### config.mk
export PLATFORM = sky130hd
export DESIGN_NAME = compass_heading_hard_iron
export DESIGN_NICKNAME = d
export VERILOG_FILES = /design/src/design/chh_pkg.sv /design/src/design/chh_ctrl.sv /design/src/design/chh_datapath.sv /design/src/design/compass_heading_hard_iron.sv
export SDC_FILE = /design/constraint.sdc
export NUM_CORES = 2
export LEC_CHECK = 0
export BUFFER_PORTS_ARGS = -buffer_cell sky130_fd_sc_hd__buf_2
export CORE_AREA = 2 2 398 400
export DETAILED_ROUTE_END_ITERATION = 10
export DIE_AREA = 0 0 400 402
export HOLD_SLACK_MARGIN = 0.15
export PLACE_DENSITY = 0.49
export SYNTH_ARGS = -nofsm -noshare
export SYNTH_HDL_FRONTEND = slang
export SYNTH_SLANG_ARGS = --single-unit
### constraint.sdc
create_clock -name clk -period 8.75 [get_ports clk]
set_input_delay 0.875 -clock clk [delete_from_list [all_inputs] [get_ports clk]]
set_output_delay 0.875 -clock clk [all_outputs]
set_load 0.01 [all_outputs]
### src/design/chh_pkg.sv
package chh_pkg;

  localparam int ANGLE_FRAC_BITS = 6;
  localparam int ATAN_ITERATIONS = 16;

  localparam int AXES      = 3;
  localparam int OP_W      = 2;
  localparam int SAMPLE_W  = 16;
  localparam int OFFSET_W  = 17;
  localparam int HEADING_W = 15;

  localparam logic [OP_W-1:0] OP_ACQUIRE = 2'd0;
  localparam logic [OP_W-1:0] OP_AVERAGE = 2'd1;
  localparam logic [OP_W-1:0] OP_HEADING = 2'd2;

  localparam int S_DATA_W = AXES * SAMPLE_W;
  localparam int M_FIELD_W = HEADING_W + AXES * OFFSET_W;
  localparam int M_DATA_W = ((M_FIELD_W + 7) / 8) * 8;

  localparam int MAG_W       = 16;
  localparam int PRE_SHIFT   = 8;
  localparam int CORDIC_W    = 27;
  localparam int ANGLE_W     = 19;
  localparam int CLAMP_W     = 17;
  localparam int TABLE_LEN   = 24;
  localparam int TBL_W       = 5;
  localparam int ITER_W      = $clog2(ATAN_ITERATIONS);
  localparam int HALF_PI_Q16 = 102944;
  localparam logic signed [ANGLE_W-1:0] HALF_PI_Z = ANGLE_W'(HALF_PI_Q16);

  localparam int DEG_SCALE    = 5729;
  localparam int DEG_SCALE_W  = 13;
  localparam int PROD_W       = CLAMP_W + DEG_SCALE_W;
  localparam int SCALED_W     = PROD_W + ANGLE_FRAC_BITS;
  localparam int VAL_W        = SCALED_W - 16 + 1;
  localparam int ROUND_BIAS   = 50;
  localparam int DIVISOR      = 100;
  localparam int RECIP_SHIFT  = 32;
  localparam int RECIP        = 42949672;
  localparam int RECIP_W      = 26;
  localparam int QPROD_W      = VAL_W + RECIP_W;
  localparam int QUOT_W       = QPROD_W - RECIP_SHIFT;

  localparam int HDG_CALC_W = ANGLE_FRAC_BITS + 16;
  localparam logic signed [HDG_CALC_W-1:0] HDG_0   = '0;
  localparam logic signed [HDG_CALC_W-1:0] HDG_90  = HDG_CALC_W'(90 << ANGLE_FRAC_BITS);
  localparam logic signed [HDG_CALC_W-1:0] HDG_180 = HDG_CALC_W'(180 << ANGLE_FRAC_BITS);
  localparam logic signed [HDG_CALC_W-1:0] HDG_270 = HDG_CALC_W'(270 << ANGLE_FRAC_BITS);

  typedef struct packed {
    logic              acquire;
    logic              average;
    logic              capture;
    logic              load_diff;
    logic              init;
    logic              iterate;
    logic [ITER_W-1:0] iter;
    logic              scale;
    logic              bias;
    logic              recip;
    logic              back;
    logic              fix;
    logic              out_load;
  } chh_cmd_t;

  function automatic logic [ANGLE_W-2:0] atan_entry(input logic [TBL_W-1:0] idx);
    logic [ANGLE_W-2:0] val;
    case (idx)
      5'd0:    val = 18'd51472;
      5'd1:    val = 18'd30386;
      5'd2:    val = 18'd16055;
      5'd3:    val = 18'd8150;
      5'd4:    val = 18'd4091;
      5'd5:    val = 18'd2047;
      5'd6:    val = 18'd1024;
      5'd7:    val = 18'd512;
      5'd8:    val = 18'd256;
      5'd9:    val = 18'd128;
      5'd10:   val = 18'd64;
      5'd11:   val = 18'd32;
      5'd12:   val = 18'd16;
      5'd13:   val = 18'd8;
      5'd14:   val = 18'd4;
      5'd15:   val = 18'd2;
      5'd16:   val = 18'd1;
      default: val = 18'd0;
    endcase
    return val;
  endfunction

endpackage

### src/design/chh_ctrl.sv
module chh_ctrl (
  input  logic                   clk,
  input  logic                   rst,
  input  logic                   in_valid,
  input  logic [chh_pkg::OP_W-1:0] in_op,
  output logic                   in_ready,
  input  logic                   out_ready,
  output logic                   out_valid,
  output chh_pkg::chh_cmd_t      cmd
);

  localparam logic [3:0] ST_IDLE  = 4'd0;
  localparam logic [3:0] ST_DIFF  = 4'd1;
  localparam logic [3:0] ST_INIT  = 4'd2;
  localparam logic [3:0] ST_ITER  = 4'd3;
  localparam logic [3:0] ST_SCALE = 4'd4;
  localparam logic [3:0] ST_BIAS  = 4'd5;
  localparam logic [3:0] ST_RECIP = 4'd6;
  localparam logic [3:0] ST_BACK  = 4'd7;
  localparam logic [3:0] ST_FIX   = 4'd8;
  localparam logic [3:0] ST_OUT   = 4'd9;

  localparam logic [chh_pkg::ITER_W-1:0] ITER_LAST =
    chh_pkg::ITER_W'(chh_pkg::ATAN_ITERATIONS - 1);

  logic [3:0]                   state;
  logic [3:0]                   state_next;
  logic [chh_pkg::ITER_W-1:0]   iter;
  logic                         accept;
  logic                         load;

  assign in_ready = (state == ST_IDLE);
  assign accept   = in_valid && in_ready;
  assign load     = (state == ST_OUT) && (!out_valid || out_ready);

  always_comb begin
    cmd           = '0;
    cmd.acquire   = accept && (in_op == chh_pkg::OP_ACQUIRE);
    cmd.average   = accept && (in_op == chh_pkg::OP_AVERAGE);
    cmd.capture   = accept && (in_op == chh_pkg::OP_HEADING);
    cmd.load_diff = (state == ST_DIFF);
    cmd.init      = (state == ST_INIT);
    cmd.iterate   = (state == ST_ITER);
    cmd.iter      = iter;
    cmd.scale     = (state == ST_SCALE);
    cmd.bias      = (state == ST_BIAS);
    cmd.recip     = (state == ST_RECIP);
    cmd.back      = (state == ST_BACK);
    cmd.fix       = (state == ST_FIX);
    cmd.out_load  = load;
  end

  always_comb begin
    state_next = state;
    case (state)
      ST_IDLE:  if (cmd.capture) state_next = ST_DIFF;
      ST_DIFF:  state_next = ST_INIT;
      ST_INIT:  state_next = ST_ITER;
      ST_ITER:  if (iter == ITER_LAST) state_next = ST_SCALE;
      ST_SCALE: state_next = ST_BIAS;
      ST_BIAS:  state_next = ST_RECIP;
      ST_RECIP: state_next = ST_BACK;
      ST_BACK:  state_next = ST_FIX;
      ST_FIX:   state_next = ST_OUT;
      ST_OUT:   if (load) state_next = ST_IDLE;
      default:  state_next = ST_IDLE;
    endcase
  end

  always_ff @(posedge clk) begin
    if (rst) begin
      state     <= ST_IDLE;
      iter      <= '0;
      out_valid <= 1'b0;
    end else begin
      state <= state_next;
      if (state == ST_INIT) begin
        iter <= '0;
      end else if (state == ST_ITER) begin
        iter <= iter + 1'b1;
      end
      if (load) begin
        out_valid <= 1'b1;
      end else if (out_ready) begin
        out_valid <= 1'b0;
      end
    end
  end

endmodule

### src/design/chh_datapath.sv
module chh_datapath (
  input  logic                                    clk,
  input  logic                                    rst,
  input  chh_pkg::chh_cmd_t                       cmd,
  input  logic signed [chh_pkg::SAMPLE_W-1:0]     in_x,
  input  logic signed [chh_pkg::SAMPLE_W-1:0]     in_y,
  input  logic signed [chh_pkg::SAMPLE_W-1:0]     in_z,
  output logic [chh_pkg::HEADING_W-1:0]           heading,
  output logic signed [chh_pkg::OFFSET_W-1:0]     offset_x,
  output logic signed [chh_pkg::OFFSET_W-1:0]     offset_y,
  output logic signed [chh_pkg::OFFSET_W-1:0]     offset_z
);

  localparam int SW = chh_pkg::SAMPLE_W;
  localparam int OW = chh_pkg::OFFSET_W;
  localparam int CW = chh_pkg::CORDIC_W;
  localparam int AW = chh_pkg::ANGLE_W;
  localparam int HW = chh_pkg::HDG_CALC_W;

  logic signed [SW-1:0] in_s     [chh_pkg::AXES];
  logic signed [SW-1:0] axis_max [chh_pkg::AXES];
  logic signed [SW-1:0] axis_min [chh_pkg::AXES];
  logic signed [SW-1:0] axis_avg [chh_pkg::AXES];
  logic signed [SW-1:0] avg_next [chh_pkg::AXES];
  logic signed [SW-1:0] smp      [chh_pkg::AXES];
  logic signed [OW-1:0] diff     [chh_pkg::AXES];

  logic signed [CW-1:0] cx;
  logic signed [CW-1:0] cy;
  logic signed [AW-1:0] z;
  logic signed [CW-1:0] dx;
  logic signed [CW-1:0] dy;
  logic signed [AW-1:0] tab;
  logic signed [OW-1:0] neg_x;
  logic signed [OW-1:0] neg_y;
  logic [chh_pkg::MAG_W-1:0] mag_x;
  logic [chh_pkg::MAG_W-1:0] mag_y;

  logic [chh_pkg::CLAMP_W-1:0]  zc;
  logic [chh_pkg::PROD_W-1:0]   prod;
  logic [chh_pkg::SCALED_W-1:0] scaled;
  logic [chh_pkg::VAL_W-1:0]    val;
  logic [chh_pkg::QPROD_W-1:0]  qprod;
  logic [chh_pkg::QUOT_W-1:0]   q0;
  logic [chh_pkg::VAL_W-1:0]    qm;
  logic [chh_pkg::VAL_W-1:0]    rem;
  logic [chh_pkg::QUOT_W-1:0]   adeg;

  logic                 x_neg;
  logic                 x_zero;
  logic                 y_neg;
  logic                 y_zero;
  logic signed [HW-1:0] t;
  logic signed [HW-1:0] hdg;

  always_comb begin
    in_s[0] = in_x;
    in_s[1] = in_y;
    in_s[2] = in_z;
    for (int i = 0; i < chh_pkg::AXES; i++) begin
      logic signed [SW:0] sum;
      sum         = {axis_max[i][SW-1], axis_max[i]} + {axis_min[i][SW-1], axis_min[i]};
      sum         = sum + {{SW{1'b0}}, sum[SW]};
      avg_next[i] = sum[SW:1];
    end
  end

  always_comb begin
    neg_x = -diff[0];
    neg_y = -diff[1];
    mag_x = diff[0][OW-1] ? neg_x[chh_pkg::MAG_W-1:0] : diff[0][chh_pkg::MAG_W-1:0];
    mag_y = diff[1][OW-1] ? neg_y[chh_pkg::MAG_W-1:0] : diff[1][chh_pkg::MAG_W-1:0];
    dx    = cy >>> cmd.iter;
    dy    = cx >>> cmd.iter;
    tab   = signed'({1'b0, chh_pkg::atan_entry(chh_pkg::TBL_W'(cmd.iter))});
    if (z[AW-1]) begin
      zc = '0;
    end else if (z > chh_pkg::HALF_PI_Z) begin
      zc = chh_pkg::CLAMP_W'(chh_pkg::HALF_PI_Q16);
    end else begin
      zc = z[chh_pkg::CLAMP_W-1:0];
    end
    scaled = chh_pkg::SCALED_W'(prod) << chh_pkg::ANGLE_FRAC_BITS;
    qprod  = chh_pkg::QPROD_W'(val) * chh_pkg::QPROD_W'(chh_pkg::RECIP);
    rem    = val - qm;
  end

  always_comb begin
    x_neg  = diff[0][OW-1];
    x_zero = (diff[0] == '0);
    y_neg  = diff[1][OW-1];
    y_zero = (diff[1] == '0);
    t      = (x_neg == y_neg) ? signed'(HW'(adeg)) : -signed'(HW'(adeg));
    if (y_zero) begin
      if (x_zero) begin
        hdg = chh_pkg::HDG_90;
      end else if (x_neg) begin
        hdg = chh_pkg::HDG_180;
      end else begin
        hdg = chh_pkg::HDG_0;
      end
    end else if (y_neg) begin
      hdg = chh_pkg::HDG_270 - t;
    end else begin
      hdg = chh_pkg::HDG_90 - t;
    end
  end

  always_ff @(posedge clk) begin
    if (rst) begin
      for (int i = 0; i < chh_pkg::AXES; i++) begin
        axis_max[i] <= '0;
        axis_min[i] <= '0;
        axis_avg[i] <= '0;
      end
    end else begin
      for (int i = 0; i < chh_pkg::AXES; i++) begin
        if (cmd.acquire) begin
          if (axis_max[i] == '0 && axis_min[i] == '0) begin
            axis_max[i] <= in_s[i];
            axis_min[i] <= in_s[i];
          end else if (in_s[i] > axis_max[i]) begin
            axis_max[i] <= in_s[i];
          end else if (in_s[i] < axis_min[i]) begin
            axis_min[i] <= in_s[i];
          end
        end
        if (cmd.average) begin
          axis_avg[i] <= avg_next[i];
        end
      end
    end
  end

  always_ff @(posedge clk) begin
    for (int i = 0; i < chh_pkg::AXES; i++) begin
      if (cmd.capture) begin
        smp[i] <= in_s[i];
      end
      if (cmd.load_diff) begin
        diff[i] <= {smp[i][SW-1], smp[i]} - {axis_avg[i][SW-1], axis_avg[i]};
      end
    end
    if (cmd.init) begin
      cx <= signed'({{(CW - chh_pkg::MAG_W - chh_pkg::PRE_SHIFT){1'b0}}, mag_y,
                     {chh_pkg::PRE_SHIFT{1'b0}}});
      cy <= signed'({{(CW - chh_pkg::MAG_W - chh_pkg::PRE_SHIFT){1'b0}}, mag_x,
                     {chh_pkg::PRE_SHIFT{1'b0}}});
      z  <= '0;
    end else if (cmd.iterate) begin
      if (!cy[CW-1]) begin
        cx <= cx + dx;
        cy <= cy - dy;
        z  <= z + tab;
      end else begin
        cx <= cx - dx;
        cy <= cy + dy;
        z  <= z - tab;
      end
    end
    if (cmd.scale) begin
      prod <= chh_pkg::PROD_W'(zc) * chh_pkg::PROD_W'(chh_pkg::DEG_SCALE);
    end
    if (cmd.bias) begin
      val <= chh_pkg::VAL_W'(scaled >> 16) + chh_pkg::VAL_W'(chh_pkg::ROUND_BIAS);
    end
    if (cmd.recip) begin
      q0 <= qprod[chh_pkg::QPROD_W-1:chh_pkg::RECIP_SHIFT];
    end
    if (cmd.back) begin
      qm <= chh_pkg::VAL_W'(q0) * chh_pkg::VAL_W'(chh_pkg::DIVISOR);
    end
    if (cmd.fix) begin
      adeg <= q0 + chh_pkg::QUOT_W'(rem >= chh_pkg::VAL_W'(chh_pkg::DIVISOR));
    end
    if (cmd.out_load) begin
      heading  <= hdg[chh_pkg::HEADING_W-1:0];
      offset_x <= diff[0];
      offset_y <= diff[1];
      offset_z <= diff[2];
    end
  end

endmodule

### src/design/compass_heading_hard_iron.sv
// channel   dir  tdata (low bit up)                            tuser
// s_axis    in   sample_x[15:0] sample_y[31:16] sample_z[47:32] operation[1:0]
// m_axis    out  heading[14:0] offset_x[31:15] offset_y[48:32]
//                offset_z[65:49], zero fill to bit 71
//
// Acquire, average and unused codes complete in the accept cycle.
// A heading beat runs through two setup steps, a 16-step CORDIC loop and six
// scaling and output steps from accept to result.
// Input is stalled for the whole heading computation; the result waits in
// an output register, and the block holds in its last step until the previous result drains.
// Reset is synchronous and clears min, max and average to zero.
module compass_heading_hard_iron (
  input  logic                          clk,
  input  logic                          rst,
  input  logic                          s_axis_tvalid,
  output logic                          s_axis_tready,
  input  logic [chh_pkg::S_DATA_W-1:0]  s_axis_tdata,  // sample_x, sample_y, sample_z
  input  logic [chh_pkg::OP_W-1:0]      s_axis_tuser,  // operation
  output logic                          m_axis_tvalid,
  input  logic                          m_axis_tready,
  output logic [chh_pkg::M_DATA_W-1:0]  m_axis_tdata   // heading, offset_x, offset_y, offset_z
);

  chh_pkg::chh_cmd_t                      cmd;
  logic [chh_pkg::HEADING_W-1:0]          heading;
  logic signed [chh_pkg::OFFSET_W-1:0]    offset_x;
  logic signed [chh_pkg::OFFSET_W-1:0]    offset_y;
  logic signed [chh_pkg::OFFSET_W-1:0]    offset_z;

  chh_ctrl u_ctrl (
    .clk       (clk),
    .rst       (rst),
    .in_valid  (s_axis_tvalid),
    .in_op     (s_axis_tuser),
    .in_ready  (s_axis_tready),
    .out_ready (m_axis_tready),
    .out_valid (m_axis_tvalid),
    .cmd       (cmd)
  );

  chh_datapath u_datapath (
    .clk      (clk),
    .rst      (rst),
    .cmd      (cmd),
    .in_x     (s_axis_tdata[15:0]),
    .in_y     (s_axis_tdata[31:16]),
    .in_z     (s_axis_tdata[47:32]),
    .heading  (heading),
    .offset_x (offset_x),
    .offset_y (offset_y),
    .offset_z (offset_z)
  );

  assign m_axis_tdata = {{(chh_pkg::M_DATA_W - chh_pkg::M_FIELD_W){1'b0}},
                         offset_z, offset_y, offset_x, heading};

`ifndef ASSERT_OFF
  a_no_overwrite: assert property (@(posedge clk) disable iff (rst)
    cmd.out_load |-> (!m_axis_tvalid || m_axis_tready))
    else $error("result register overwritten while full");

  a_busy_after_heading: assert property (@(posedge clk) disable iff (rst)
    (s_axis_tvalid && s_axis_tready && s_axis_tuser == chh_pkg::OP_HEADING)
      |=> !s_axis_tready)
    else $error("input accepted during heading computation");

  a_valid_from_load: assert property (@(posedge clk) disable iff (rst)
    $rose(m_axis_tvalid) |-> $past(cmd.out_load))
    else $error("result valid without a load");

  a_iter_busy: assert property (@(posedge clk) disable iff (rst)
    cmd.iterate |-> (!s_axis_tready && !cmd.out_load))
    else $error("CORDIC step overlaps accept or load");
`endif

endmodule
==> metrics.md <==
| Metric | Value |
|---|---|
| RSZ-0062 raised after global routing | `false` |
| Peak VDD IR | `0.129 mV` |
| Met3 wire len | `3710 um` |
| Synth Instances | `4703` |
| Final period util | `0.890` |
| Vias per cell | `4.80` |
| Post-Layout Cell Count | `6944` |
| Worst skew pair latency | `660 ps` |
| CP max-delay cell | `o41ai_1` |
| Min setup slack post-route | `959 ps` |
| Outcome | `finished, final reports clean` |
| Die area | `0.161 sq mm` |
| Initial antenna violation count | `4` |
| Synth Area in Compound Gates | `0.118` |
| Final nets | `5761` |
| Synth Cell Area | `0.0467 sq mm` |
| Met2 WL | `56400 um` |
| Final Hold Viols | `0` |
| Critical path, cell by cell | `inv_1 -> fa_1 -> fa_1 -> inv_1 -> fa_1 -> inv_1 -> fa_1 -> fa_1 -> inv_1 -> fa_1 -> fa_1 -> ha_1 -> a21o_1 -> a21o_1 -> a21oi_1 -> o211ai_1 -> o2111ai_1 -> a21boi_0 -> o41ai_1 -> a21oi_1 -> a211o_1 -> a21oi_1 -> xnor2_1` |
| Post-CTS setup buffers | `0` |
| Placed cell count | `6827` |
| Hold_sp | `u_datapath.diff[2][4]` |
| Crit path from | `u_datapath.val[4]` |
| Synth unique cells | `99` |
| Starting Density | `0.297` |
| Avg Cell Area, Syn | `9.93 sq um` |
| CP required | `9140 ps` |
| FF+latch count, synth | `497` |
| Period minus WS final | `7790 ps` |
| R2r startpoint | `u_datapath.val[4]` |
| Area delta synth->final | `11.2%` |
| Multiplexer area fraction after synthesis | `0.0440` |
| CP Launch Type | `flop` |
| Number of antenna diodes | `0` |
| First drt pass iteration count | `5` |
| DR top layer | `met4` |
| Most common cell after layout, fill and taps aside | `ha_1` |
| Core area | `0.157 sq mm` |
| Synth Flop Type | `edfxtp_1` |
| Setup TNS Final | `0 ps` |
| Via count | `33300` |
| Power Dens Cells | `140 mW/mm^2` |
| # setup viols final | `0` |
| Leak | `22.7 nW` |
| HP Class | `flop to flop` |
| Num CTS Buffers | `66` |
| Dpl hpwl | `97000 um` |
| TritonCTS clock tree | `done` |
| Clock-pin slew on the worst setup and hold paths | `60 ps` |
| Number of flops mapped to enable cells by yosys | `431` |
| DRC errors left | `0` |
| Max Freq | `128 MHz` |
| Placer Congestion | `0.866` |
| Setup Skew | `26.1 ps` |
| Crit end category | `flop` |
| M1 WL | `56700 um` |
| Num rows | `146` |
| Fillers | `16200` |
| 1st-iter DRT viols | `1804` |
| Total grt overflow | `0` |
| Slew headroom | `0.249` |
| XOR/XNOR Fraction of Synth Area | `0.0677` |
| Port bufs | `121` |
| Number of max-cap violations | `0` |
| CTS Sinks | `497` |
| Seq/Total Area, Yosys | `0.305` |
| Synth warnings | `0` |
| Die W | `400 um` |
| Slew @ Worst Pin | `1120 ps` |
| Wire per inst | `17.3 um` |
| Clk buf depth | `3` |
| Post-CTS sizing | `0` |
| Pin count of the biggest net entering global routing | `76` |
| # hold bufs at CTS | `0` |
| Final WL | `120000 um` |
| GRT Util Overall | `0.150` |
| Crit Path Category | `flop to flop` |
| Vias in the first global route | `33600` |
| Synth Area in Simple Gates | `0.128` |
| Top cell by count, worst path | `fa_1` |
| FFs w/ async S/R, synth | `0` |
| WHS | `411 ps` |
| Critical path's top delay family | `adder cells` |
| H-tree lvl count | `3` |
| Largest family of logic cells by synthesized area | `adder cells` |
| First-pass GRT wire length | `190000 um` |
| Critical Path AT | `8180 ps` |
| Most frequent cells in the layout | `ha_1, inv_1, edfxtp_1, nor2_1, nand2_1` |
| Fin. max-slew vios | `0` |
| Clock root cell | `clkbuf_16` |
| Die H | `402 um` |
| Largest stage delay on the critical path | `600 ps` |
| Ports | `128` |
| Share of layout cells above drive strength 1 | `0.0764` |
| Pre-CTS WS | `908 ps` |
| Detail Route Antenna Nets | `0` |
| Crit path max fanout | `9` |
| Post-synthesis adder-cell area fraction | `0.273` |
| Buf+Inv Stages, Crit Path | `4` |
==> kinds of logic (layout without fill, tap and decap cells) <==
logic type,count (synthesis),after routing
other cells,1,6
mux,140,140
compound gates,868,868
xor+xnor,361,361
flops,497,497
simple gates,1196,1196
buf+inv,756,920
fa+ha+maj,884,884
==> per-layer routing <==
| metal | up-vias | GRT usage |
|---|---|---|
| met5 | - | 0 |
| met4 | 0 | 0.0457 |
| met3 | 129 | 0.0165 |
| met2 | 464 | 0.247 |
| met1 | 16000 | 0.205 |
| li1 | 16800 | - |
==> cell usage after synthesis (all sizes together), types with 21 or more instances <==
cell	n	area (sq um)
dfxtp	66	1320
or3	30	188
ha	659	8250
nand2	255	962
nor3	84	425
mux2	25	282
and2	109	682
a31oi	35	219
o21bai	32	240
mux4	46	1080
nor4	44	297
nor2	340	1280
a21o	88	661
buf	39	280
clkbuf	64	240
o21ai	192	972
mux2i	69	698
nor2b	70	438
nand4	37	246
xnor2	214	1870
o31ai	24	194
a21oi	252	1260
edfxtp	431	12900
nand3	75	380
fa	225	4500
and3	37	231
xor2	147	1290
o21a	40	300
inv	650	2440
nand2b	42	263
a21boi	21	158
o22ai	45	282
==> final timing paths <==
| check | slack (ps) | endpoint | cells past startpoint |
|---|---|---|---|
| setup reg to reg | 960 | u_datapath.q0[14] | 23 |
| hold reg to reg | 410 | u_datapath.offset_z[4] | 0 |
| setup / recovery | 960 | u_datapath.q0[14] | 23 |
| hold / removal | 410 | u_datapath.offset_z[4] | 0 |
==> through the flow <==
stage / util / cell area (sq um) / power [mW]
5_1_grt: 0.330 / 51900 / 7.73
3_3_place_gp: 0.316 / 49700 / 4.53
3_5_place_dp: 0.316 / 49700 / 4.55
6_report: 0.330 / 51900 / 7.29
2_1_floorplan: - / 46700 / 4.13
4_1_cts: 0.330 / 51900 / 7.42
==> area by class of cell <==
type,count,area (sq um),area share
inverter,653,2450,0.0472
clock inverter,41,487,0.00937
sequential,497,14300,0.275
timing repair buffer,150,823,0.0159
multi-input combinational,3455,29600,0.570
tap,2072,2590,0.0499
clock buffer,76,1720,0.0331
==> where the power goes <==
part           switching (mW)  total (mW)  internal [mW]
registers              0.0858        2.76           2.68
clock network            1.13        2.79           1.66
logic                    1.00        1.74          0.733
==> state kept, by name, summed over array words and instances, names as in the netlist, 15 cells and up <==
signal and flops:
u_datapath.diff 51, u_datapath.axis_avg 48, u_datapath.axis_max 48, u_datapath.axis_min 48, u_datapath.smp 48, u_datapath.cx 27
u_datapath.cy 27, u_datapath.val 21, u_datapath.prod 20, u_datapath.qm 19, u_datapath.z 19, u_datapath.offset_x 17
u_datapath.offset_y 17, u_datapath.offset_z 17, u_datapath.tab 16, u_datapath.adeg 15, u_datapath.heading 15, u_datapath.q0 15
No activity file was read; power rests on OpenSTA's default activity.
